===== src/design/dspdm_pkg.sv =====
package dspdm_pkg;

   localparam int MAX_OVERSAMPLE = 16;
   localparam int WORD_BITS      = 32;
   localparam int INTEG_W        = 32;
   localparam int SAMPLE_W       = 16;
   localparam int PDM_W          = 32;
   localparam int OSF_W          = 5;
   localparam int CSR_IDX_W      = 1;
   localparam int CSR_DATA_W     = 5;
   localparam int BIT_W          = (WORD_BITS > 1) ? $clog2(WORD_BITS) : 1;
   localparam int CNT_W          = $clog2(MAX_OVERSAMPLE + 1);

   localparam logic [CSR_IDX_W-1:0] REG_SAMPLE_FORMAT     = 1'd0;
   localparam logic [CSR_IDX_W-1:0] REG_OVERSAMPLE_FACTOR = 1'd1;

   localparam logic FMT_S16 = 1'b0;
   localparam logic FMT_U8  = 1'b1;

   localparam logic [INTEG_W-1:0] FB_STEP = INTEG_W'(32'h0001_0000);
   localparam logic [INTEG_W-1:0] LFSR_RESET = '1;

   typedef enum logic [1:0] {
      FB_NONE = 2'd0,
      FB_POS  = 2'd1,
      FB_NEG  = 2'd2
   } fb_level_type;

   typedef enum logic [3:0] {
      ST_IDLE   = 4'b0001,
      ST_DITHER = 4'b0010,
      ST_RUN    = 4'b0100,
      ST_EMIT   = 4'b1000
   } state_type;

   typedef struct packed {
      logic lfsr_step;
      logic bit_step;
   } loop_ctl_type;

endpackage


===== src/design/dspdm_loop.sv =====
module dspdm_loop (
   input  logic                                clock,
   input  logic                                reset,
   input  dspdm_pkg::loop_ctl_type             ctl,
   input  logic [dspdm_pkg::INTEG_W-1:0]       sample_x,
   output logic [dspdm_pkg::WORD_BITS-1:0]     word
);

   logic [dspdm_pkg::INTEG_W-1:0]   integ1_ff, integ1_in;
   logic [dspdm_pkg::INTEG_W-1:0]   integ2_ff, integ2_in;
   logic [dspdm_pkg::INTEG_W-1:0]   lfsr_ff, lfsr_in;
   logic [dspdm_pkg::INTEG_W-1:0]   os_ff, os_in;
   logic [dspdm_pkg::WORD_BITS-1:0] word_ff, word_in;
   dspdm_pkg::fb_level_type         fb_ff, fb_in;
   logic [dspdm_pkg::INTEG_W-1:0]   fb_val;
   logic [dspdm_pkg::INTEG_W-1:0]   lfsr_next;

   assign lfsr_next = {lfsr_ff[0] ^ lfsr_ff[10] ^ lfsr_ff[30] ^ lfsr_ff[31],
                       lfsr_ff[dspdm_pkg::INTEG_W-1:1]};

   always_comb begin
      case (fb_ff)
         dspdm_pkg::FB_POS: fb_val = dspdm_pkg::FB_STEP;
         dspdm_pkg::FB_NEG: fb_val = -dspdm_pkg::FB_STEP;
         default:           fb_val = '0;
      endcase
   end

   always_comb begin
      integ1_in = integ1_ff;
      integ2_in = integ2_ff;
      fb_in     = fb_ff;
      word_in   = word_ff;
      lfsr_in   = lfsr_ff;
      os_in     = os_ff;
      if (ctl.lfsr_step) begin
         lfsr_in = lfsr_next;
         os_in   = sample_x + {{(dspdm_pkg::INTEG_W-4){1'b0}}, lfsr_next[3:0]};
      end
      if (ctl.bit_step) begin
         integ1_in = integ1_ff + os_ff - fb_val;
         integ2_in = integ2_ff + integ1_in - fb_val;
         word_in   = {~integ2_in[dspdm_pkg::INTEG_W-1],
                      word_ff[dspdm_pkg::WORD_BITS-1:1]};
         fb_in     = integ2_in[dspdm_pkg::INTEG_W-1] ? dspdm_pkg::FB_NEG
                                                     : dspdm_pkg::FB_POS;
      end
   end

   always_ff @(posedge clock) begin
      if (reset) begin
         integ1_ff <= '0;
         integ2_ff <= '0;
         fb_ff     <= dspdm_pkg::FB_NONE;
         lfsr_ff   <= dspdm_pkg::LFSR_RESET;
      end else begin
         integ1_ff <= integ1_in;
         integ2_ff <= integ2_in;
         fb_ff     <= fb_in;
         lfsr_ff   <= lfsr_in;
      end
      os_ff   <= os_in;
      word_ff <= word_in;
   end

   assign word = word_ff;

endmodule


===== src/design/dithered_delta_sigma_pdm_modulator.sv =====
// Dithered second-order delta-sigma PDM modulator, one modulator bit per clock
// in the run state; the emit state waits while the output is stalled. Each
// sample makes N words, N = clamped oversample factor, on the single integrator
// datapath; a new sample is taken only after the last word of the one before.
// Synchronous reset clears integrators and feedback, sets the LFSR to all ones,
// format to signed 16-bit and oversample factor to 1.
module dithered_delta_sigma_pdm_modulator (
   input  logic                                 clock,
   input  logic                                 reset,
   input  logic                                 req_tvalid,
   output logic                                 req_tready,
   input  logic [dspdm_pkg::SAMPLE_W-1:0]       req_tdata,   // sample_in
   output logic                                 rsp_tvalid,
   input  logic                                 rsp_tready,
   output logic [dspdm_pkg::PDM_W-1:0]          rsp_tdata,   // pdm_word
   output logic                                 rsp_tlast,   // last_word
   input  logic                                 csr_we,
   input  logic [dspdm_pkg::CSR_IDX_W-1:0]      csr_index,
   input  logic [dspdm_pkg::CSR_DATA_W-1:0]     csr_wdata
);

   dspdm_pkg::state_type             state_ff, state_in;
   logic                             fmt_ff, fmt_in;
   logic [dspdm_pkg::OSF_W-1:0]      osf_ff, osf_in;
   logic [dspdm_pkg::INTEG_W-1:0]    x_ff, x_in;
   logic [dspdm_pkg::CNT_W-1:0]      rem_ff, rem_in;
   logic [dspdm_pkg::BIT_W-1:0]      bit_ff, bit_in;
   logic                             rsp_valid_ff, rsp_valid_in;
   logic [dspdm_pkg::PDM_W-1:0]      rsp_data_ff, rsp_data_in;
   logic                             rsp_last_ff, rsp_last_in;
   logic [dspdm_pkg::CNT_W-1:0]      n_words;
   logic [dspdm_pkg::INTEG_W-1:0]    x_conv;
   logic [dspdm_pkg::WORD_BITS-1:0]  word;
   dspdm_pkg::loop_ctl_type          ctl;
   logic                             accept;
   logic                             load;

   dspdm_loop u_loop (
      .clock    (clock),
      .reset    (reset),
      .ctl      (ctl),
      .sample_x (x_ff),
      .word     (word)
   );

   assign req_tready = (state_ff == dspdm_pkg::ST_IDLE);
   assign accept     = req_tvalid & req_tready;
   assign load       = (state_ff == dspdm_pkg::ST_EMIT) & (~rsp_valid_ff | rsp_tready);

   always_comb begin
      if (fmt_ff == dspdm_pkg::FMT_U8)
         x_conv = {{(dspdm_pkg::INTEG_W-16){~req_tdata[7]}}, ~req_tdata[7],
                   req_tdata[6:0], 8'h00};
      else
         x_conv = {{(dspdm_pkg::INTEG_W-16){req_tdata[15]}}, req_tdata[15:0]};
   end

   always_comb begin
      if (osf_ff == '0)
         n_words = dspdm_pkg::CNT_W'(1);
      else if (32'(osf_ff) > 32'(dspdm_pkg::MAX_OVERSAMPLE))
         n_words = dspdm_pkg::CNT_W'(dspdm_pkg::MAX_OVERSAMPLE);
      else
         n_words = dspdm_pkg::CNT_W'(osf_ff);
   end

   always_comb begin
      fmt_in = fmt_ff;
      osf_in = osf_ff;
      if (csr_we) begin
         case (csr_index)
            dspdm_pkg::REG_SAMPLE_FORMAT:     fmt_in = csr_wdata[0];
            dspdm_pkg::REG_OVERSAMPLE_FACTOR: osf_in = dspdm_pkg::OSF_W'(csr_wdata);
            default: ;
         endcase
      end
   end

   always_comb begin
      state_in      = state_ff;
      x_in          = x_ff;
      rem_in        = rem_ff;
      bit_in        = bit_ff;
      ctl.lfsr_step = 1'b0;
      ctl.bit_step  = 1'b0;
      rsp_data_in   = rsp_data_ff;
      rsp_last_in   = rsp_last_ff;
      rsp_valid_in  = rsp_valid_ff & ~rsp_tready;
      case (state_ff)
         dspdm_pkg::ST_IDLE: begin
            if (accept) begin
               x_in     = x_conv;
               rem_in   = n_words;
               state_in = dspdm_pkg::ST_DITHER;
            end
         end
         dspdm_pkg::ST_DITHER: begin
            ctl.lfsr_step = 1'b1;
            bit_in        = '0;
            state_in      = dspdm_pkg::ST_RUN;
         end
         dspdm_pkg::ST_RUN: begin
            ctl.bit_step = 1'b1;
            bit_in       = bit_ff + dspdm_pkg::BIT_W'(1);
            if (bit_ff == dspdm_pkg::BIT_W'(dspdm_pkg::WORD_BITS - 1))
               state_in = dspdm_pkg::ST_EMIT;
         end
         dspdm_pkg::ST_EMIT: begin
            if (load) begin
               rsp_valid_in = 1'b1;
               rsp_data_in  = dspdm_pkg::PDM_W'(word);
               rsp_last_in  = (rem_ff == dspdm_pkg::CNT_W'(1));
               rem_in       = rem_ff - dspdm_pkg::CNT_W'(1);
               state_in     = (rem_ff == dspdm_pkg::CNT_W'(1)) ? dspdm_pkg::ST_IDLE
                                                               : dspdm_pkg::ST_DITHER;
            end
         end
         default: state_in = dspdm_pkg::ST_IDLE;
      endcase
   end

   always_ff @(posedge clock) begin
      if (reset) begin
         state_ff     <= dspdm_pkg::ST_IDLE;
         fmt_ff       <= dspdm_pkg::FMT_S16;
         osf_ff       <= dspdm_pkg::OSF_W'(1);
         rsp_valid_ff <= 1'b0;
         rem_ff       <= '0;
         bit_ff       <= '0;
      end else begin
         state_ff     <= state_in;
         fmt_ff       <= fmt_in;
         osf_ff       <= osf_in;
         rsp_valid_ff <= rsp_valid_in;
         rem_ff       <= rem_in;
         bit_ff       <= bit_in;
      end
      x_ff        <= x_in;
      rsp_data_ff <= rsp_data_in;
      rsp_last_ff <= rsp_last_in;
   end

   assign rsp_tvalid = rsp_valid_ff;
   assign rsp_tdata  = rsp_data_ff;
   assign rsp_tlast  = rsp_last_ff;

`ifndef ASSERT_OFF
   a_accept_count: assert property (@(posedge clock) disable iff (reset)
      accept |=> (state_ff == dspdm_pkg::ST_DITHER) && (rem_ff != '0) &&
                 (32'(rem_ff) <= 32'(dspdm_pkg::MAX_OVERSAMPLE)))
      else $error("bad word count after sample accept");

   a_run_end: assert property (@(posedge clock) disable iff (reset)
      (state_ff == dspdm_pkg::ST_RUN) &&
      (bit_ff == dspdm_pkg::BIT_W'(dspdm_pkg::WORD_BITS - 1))
      |=> (state_ff == dspdm_pkg::ST_EMIT))
      else $error("bit loop did not end on last bit");

   a_last_idle: assert property (@(posedge clock) disable iff (reset)
      load && (rem_ff == dspdm_pkg::CNT_W'(1))
      |=> (state_ff == dspdm_pkg::ST_IDLE) && rsp_tvalid && rsp_tlast)
      else $error("last word not flagged or sequencer not idle");

   a_emit_no_overwrite: assert property (@(posedge clock) disable iff (reset)
      (state_ff == dspdm_pkg::ST_EMIT) && rsp_valid_ff && !rsp_tready
      |=> (state_ff == dspdm_pkg::ST_EMIT))
      else $error("word dropped while output stalled");
`endif

endmodule


===== config.mk =====
export PLATFORM = sky130hd
export DESIGN_NAME = dithered_delta_sigma_pdm_modulator
export DESIGN_NICKNAME = d
export VERILOG_FILES = /design/src/design/dspdm_pkg.sv /design/src/design/dspdm_loop.sv /design/src/design/dithered_delta_sigma_pdm_modulator.sv
export SDC_FILE = /design/constraint.sdc
export NUM_CORES = 1
export LEC_CHECK = 0
export BUFFER_PORTS_ARGS = -buffer_cell sky130_fd_sc_hd__buf_2
export CORE_ASPECT_RATIO = 0.5
export CORE_MARGIN = 4
export CORE_UTILIZATION = 40
export CTS_BUF_LIST = sky130_fd_sc_hd__clkbuf_16
export CTS_CLUSTER_DIAMETER = 30
export DETAILED_ROUTE_END_ITERATION = 10
export PLACE_DENSITY_LB_ADDON = 0.2
export SLEW_MARGIN = 20
export SYNTH_ARGS = -nofsm -noshare
export SYNTH_HDL_FRONTEND = slang
export SYNTH_SLANG_ARGS = --single-unit
export TNS_END_PERCENT = 5

===== constraint.sdc =====
create_clock -name clock -period 6.3 [get_ports clock]
set_clock_uncertainty 0.2 [all_clocks]
set_input_delay 0.315 -clock clock [delete_from_list [all_inputs] [get_ports clock]]
set_output_delay 0.315 -clock clock [all_outputs]
set_load 0.02 [all_outputs]

# Word level (Yosys, flattened, before mapping)
# Index checks and enable logic that the tools add are counted.
# totals
reg_bits,248
latch_bits,0
ramBits,0
mem_bits_ro,0
in_bits,27
output_inout_bits,35
word_cells,74
n_memories,0
# classes
n_addsub,7
mul,0
div,0
n_lt_le_gt_ge,1
eq_ne,11
shift,0
n_mux,18
bitwise_logic,12
n_reduce_logical,9
# op_table
cell,n
32-bit adder,2
32-bit case mux with 2 select lines,1
32-bit subtractor,2
32-bit by 4-bit adder with 32-bit output,1
32-bit 2-to-1 mux,1
5-bit 2-to-1 mux,4
5-bit case mux with 2 select lines,2
4-bit case mux with 4 select lines,1
4-bit 2-to-1 mux,3
2-bit AND reduction,4
3-bit AND reduction,2
"5-bit by 1-bit adder with 5-bit output, second input constant",1
"5-bit by 1-bit equality test with 1-bit output, second input constant",1
"5-bit equality test, second input constant",1
"5-bit > comparator, second input constant",1
5-bit logical NOT,1
1-bit NOT,5
"5-bit by 1-bit subtractor with 5-bit output, second input constant",1
"4-bit by 1-bit equality test with 1-bit output, second input constant",1
"4-bit by 2-bit equality test with 1-bit output, second input constant",1
"4-bit by 3-bit equality test with 1-bit output, second input constant",1
"4-bit equality test, second input constant",1
1-bit 2-to-1 mux,4
2-bit 2-to-1 mux,2
other kinds (8),14

# Longest topological paths before layout
# logic_depth
ltp_word,6
ltp_mapped,25
depth_no_buf,25

# Hierarchy
# A second synthesis with hierarchy kept.
# hier_totals
cells_unflattened,1427
hier_area_um2,13715.7
# modules_own_cells
module,n_inst,cells_each,area_each_um2,seq_area_each_um2
dspdm_loop,1,1234,11059.4,3863.7
dithered_delta_sigma_pdm_modulator,1,193,2656.3,1891.8

# Worst setup path after synthesis
# No wires, ideal clock.
# synth_timing
path_kind,flip-flop to flip-flop
start,reg u_loop.fb_ff[1]
end,reg u_loop.integ2_ff[30] (netlist bit)
setup_time_ns,0.074
arrival_time_ns,5.564
required_ns,6.026
slack_ns,0.461
path_stages_with_launch,22
path_buffers,0
synth_period_minus_slack_ns,5.839
cell_sequence,dfxtp_1 ha_1 fa_1 inv_1 ha_1 a211oi_1 nand2_1 o21bai_1 a31o_2 a21oi_1 xnor2_1 fa_1 ha_1 nand4_1 nor3_1 a221oi_1 o21a_1 a21oi_1 o32ai_1 o21ba_1 or4b_1 a31oi_1
# synth_between
elab_chain_cells,5
elab_cells_between_ends,6
classes_between,add/sub: 3; eq/ne: 2; mux: 1
# synth_lines
element,line,rtl
from (decl),dspdm_loop.sv:14,"dspdm_pkg::fb_level_type fb_ff, fb_in;"
from (signal assigned),dspdm_loop.sv:54,fb_ff <= dspdm_pkg::FB_NONE;
from (signal assigned),dspdm_loop.sv:59,fb_ff <= fb_in;
2-bit equality test or 2-bit by 1-bit equality test with 1-bit output (tied branches),dspdm_loop.sv:22,case (fb_ff)
32-bit case mux with 2 select lines (*),dspdm_loop.sv:22,
32-bit subtractor,dspdm_loop.sv:41,integ1_in = integ1_ff + os_ff - fb_val;
32-bit adder,dspdm_loop.sv:42,integ2_in = integ2_ff + integ1_in - fb_val;
32-bit subtractor (*),dspdm_loop.sv:42,
to (signal assigned),dspdm_loop.sv:58,integ2_ff <= integ2_in;
to (decl),dspdm_loop.sv:10,"logic [dspdm_pkg::INTEG_W-1:0] integ2_ff, integ2_in;"
# Mark *: on every way between the ends. The rest lies on a longest branch, timed or not.
# A chain may end at the register's enable or synchronous reset.

# Worst setup path after layout
# layout_timing
start,reg u_loop.os_ff[12] (netlist bit)
end,reg u_loop.integ2_ff[30] (netlist bit)
# layout_between
elab_chain_cells,4
# layout_lines
element,line,rtl
from (decl),dspdm_loop.sv:12,"logic [dspdm_pkg::INTEG_W-1:0] os_ff, os_in;"
from (signal assigned),dspdm_loop.sv:62,os_ff <= os_in;
32-bit adder,dspdm_loop.sv:41,
32-bit subtractor,dspdm_loop.sv:41,
32-bit adder,dspdm_loop.sv:42,
32-bit subtractor,dspdm_loop.sv:42,
# Every way passes these cells.

==> impl_summary.txt <==
----------------------------------------------------
[Route]
  Mean number of vias per cell ... 5.08
  Number of detailed-routing iterations run before antenna repair ... 5
  Total vias in the final route ... 9633
  Final Routed Wirelength ... 28000 um
  Post-detailed-route DRC marker count ... 0
  Final antenna-violating net count ... 0
  Violation count after the first detailed-route iteration ... 627
  Mean routed wirelength per cell ... 14.8 um

[Clocking]
  Clock tree from TritonCTS ... yes
  Clock transition at the registers of the reported paths ... 0.06 ns
  H-tree depth ... 2
  Worst-skew pair later-pin latency ... 0.52 ns
  Maximum clock insertion buffer count ... 3
  Num Clock Sinks ... 231
  Number of post-CTS setup repair buffers ... 0
  Number of clock buffers inserted by TritonCTS ... 37
  Root buffer cell ... sky130_fd_sc_hd__clkbuf_16

[Layout]
  Area overhead of the layout relative to synthesis ... 18.3%
  Share of layout cells above drive strength 1 ... 10.9%
  Number of nets at the end of the flow ... 1595
  Final antenna diode count ... 0
  Cell area after layout ... 15500 sq um

[Critical path]
  Critical-path maximum fanout ... 8
  Type of destination of the critical path ... register
  CP Data Required Time ... 6.55 ns
  Crit path DAT ... 6.19 ns
  Worst Setup Path Type ... reg -> reg
  Critical path launch point type ... register
  Setup slack on the worst flop-to-flop path ... 0.35 ns

[Global routing]
  Global route total overflow ... 0
  Wire length of the first global-routing pass ... 47300 um
  Maximum number of pins on one net before global-route repair ... 86
  Antenna violations before repair ... 1
  Number of global-route vias before repair ... 9604
  Global routing usage summed across all routing layers ... 15.9%

[Placement]
  Post-placement cell area ... 13900 sq um
  Routability Congestion ... 0.872
  Post-placement setup slack ... 0.355 ns
  Input/output buffers ... 61
  HPWL after detailed placement ... 19700 um

[Timing]
  Final worst-path cycle share ... 94.4%
  Highest clock frequency the design can meet ... 168 MHz
  # setup viols final ... 0
  Final hold violation count ... 0
  RSZ-0062 raised after global routing ... no
  Crit path time final ... 5.95 ns
  Min setup slack post-route ... 0.353 ns
  Total Negative Setup Slacks ... 0 ns
  Worst max-slew margin expressed relative to the limit ... 32.4%
  Worst-margin pin slew ... 0.999 ns
  Final Max Slew Viols ... 0

[Floorplan]
  Rows ... 46
  Starting Density ... 40.9%
  Boundary Pins ... 62
  Die footprint ... 35800 sq um
  Core Area ... 31900 sq um
  Height of the die ... 136 um
  Die boundary width ... 264 um

[Status]
  Run status ... complete, no violations

[Pwr]
  Overall power ... 5.13 mW
  Power density normalized to cell area ... 331 nW/um^2
  Maximum resistive drop on vdd ... 159 uV
  Leakage power summed over all cells ... 6.24 nW

[Flow run]
  Maximum capacitance violations ... 0

[Synthesis]
  Post-Syn Nets ... 1498
  Number of distinct standard cells referenced by the synthesized netlist ... 70
  Post-synthesis register bit count ... 231
  Share of Yosys cell area claimed by the top area cell type ... 25.9%
  Synthesis warning total ... 0
  Post-synthesis cell area ... 13100 sq um
  Most common flop cell mapped by yosys ... sky130_fd_sc_hd__dfxtp_1
  Number of flops mapped to enable cells by yosys ... 113
  Synth area leader ... sky130_fd_sc_hd__edfxtp_1
  Leading cell types by total area after synthesis ... sky130_fd_sc_hd__edfxtp_1, sky130_fd_sc_hd__dfxtp_1, sky130_fd_sc_hd__ha_1, sky130_fd_sc_hd__inv_1, sky130_fd_sc_hd__fa_1
  Post-Synthesis Cells ... 1338
  Synth Area per Inst ... 9.78 sq um
  Fraction of registers with async set/reset ... 0%
  Synth top cells by count ... sky130_fd_sc_hd__inv_1, sky130_fd_sc_hd__nand2_1, sky130_fd_sc_hd__dfxtp_1
  Most repeated cell in the gate-level netlist after synthesis ... sky130_fd_sc_hd__inv_1
  Post-synthesis sequential area ratio ... 44.0%

[Worst hold path]
  Hold crit path type ... in -> reg

----------------------------------------------------
[layout by cell type (no fill, tap or decap), drive strengths merged, types with 18 or more instances in the layout]
cell | Yosys | final
inv | 186 | 198
nand2 | 131 | 131
dfxtp | 118 | 118
edfxtp | 113 | 113
ha | 104 | 104
a21oi | 102 | 102
buf | 9 | 72
nor2 | 71 | 71
xnor2 | 48 | 48
o21ai | 40 | 40
clkbuf | 36 | 38
mux2i | 34 | 34
nand3 | 31 | 31
dlygate4sd3 | 0 | 31
a21o | 29 | 29
fa | 29 | 29
xor2 | 21 | 21
nor3 | 20 | 20
nor2b | 18 | 18
a211oi | 18 | 18
[metrics by stage]
step	hold WS, ns	instances	utilization [%]
after floorplan	0.200	1338	-
after global placement	0.201	1797	43.4
after detailed placement	0.226	1797	43.4
after CTS	0.0164	1895	48.4
after global routing	0.0579	1895	48.4
final	0.0519	1895	48.4
[state kept, by name, indices dropped and copies added, names as in the netlist, 2 cells and up]
signal / flops
u_loop.integ1_ff: 32
bit_ff: 5
u_loop.lfsr_ff: 32
rsp_tdata: 32
osf_ff: 5
u_loop.word: 32
rem_ff: 5
u_loop.integ2_ff: 31
state_ff: 4
x_ff: 16
u_loop.os_ff: 32
u_loop.fb_ff: 2
[repair_timing]
item | CTS | global route
hold buffers | 31 | 0
hold endpoints to repair | 23 | 0
setup endpoints to repair | 0 | 4
gates resized for setup | 0 | 4
[worst max-delay path, stage by stage, from the launching register on]
cell                       delay [ns]
sky130_fd_sc_hd__edfxtp_1        0.32
sky130_fd_sc_hd__inv_1           0.05
sky130_fd_sc_hd__ha_1            0.27
sky130_fd_sc_hd__inv_1           0.04
sky130_fd_sc_hd__ha_1            0.36
sky130_fd_sc_hd__a21o_1          0.21
sky130_fd_sc_hd__or4_1           0.42
sky130_fd_sc_hd__o211ai_2        0.15
sky130_fd_sc_hd__a21boi_4        0.31
sky130_fd_sc_hd__o21bai_1        0.14
sky130_fd_sc_hd__a31o_2          0.25
sky130_fd_sc_hd__a21oi_1         0.24
sky130_fd_sc_hd__xnor2_1         0.18
sky130_fd_sc_hd__fa_1            0.45
sky130_fd_sc_hd__ha_2            0.41
sky130_fd_sc_hd__nand4_1         0.13
sky130_fd_sc_hd__nor3_1          0.27
sky130_fd_sc_hd__a221oi_1        0.13
sky130_fd_sc_hd__o21a_1          0.15
sky130_fd_sc_hd__a21oi_1         0.22
sky130_fd_sc_hd__o32ai_1         0.17
sky130_fd_sc_hd__o21ba_1         0.20
sky130_fd_sc_hd__or4b_1          0.46
sky130_fd_sc_hd__a31oi_1         0.14
[where the power goes]
group          total [mW]  switching, mW  internal [mW]
combinational        1.36          0.779          0.584
clock                2.09          0.762           1.33
sequential           1.67         0.0383           1.63
total                5.13           1.58           3.55
[cells by family (layout without fill, tap and decap cells)]
logic type	count (synthesis)	after routing	synth area share (%)
buffers and inverters	232	357	6.67
AOI/OAI and AO/OA	278	278	14.0
DFF	231	231	44.0
and+or+nand+nor	353	353	12.9
adders and majority gates	133	133	14.4
xor gates and xnor gates	70	70	4.86
muxes	41	41	3.20
[path summary, 6_finish.rpt]
check / startpoint / endpoint / cells after the start
hold reg to reg: u_loop.word[4] / rsp_tdata[4] / 0
setup / recovery: u_loop.os_ff[12] / u_loop.integ2_ff[30] / 23
setup reg to reg: u_loop.os_ff[12] / u_loop.integ2_ff[30] / 23
hold / removal: req_tvalid / state_ff[1] / 3
[area by class of cell]
type | instances | area, sq um
Fill cell | 2980 | 16500
Multi-Input combinational cell | 875 | 6490
Sequential cell | 231 | 5760
Clock buffer | 38 | 951
Inverter | 187 | 703
Timing Repair Buffer | 103 | 698
Tap cell | 432 | 541
Clock inverter | 29 | 340
[metal layers]
metal | track usage (%) | wire length (um)
met2 | 24.7 | 11800
met3 | 3.54 | 1550
met4 | 4.39 | 607
met1 | 22.7 | 14100
met5 | 0 | 0
Power figures use the tool's default switching activity.
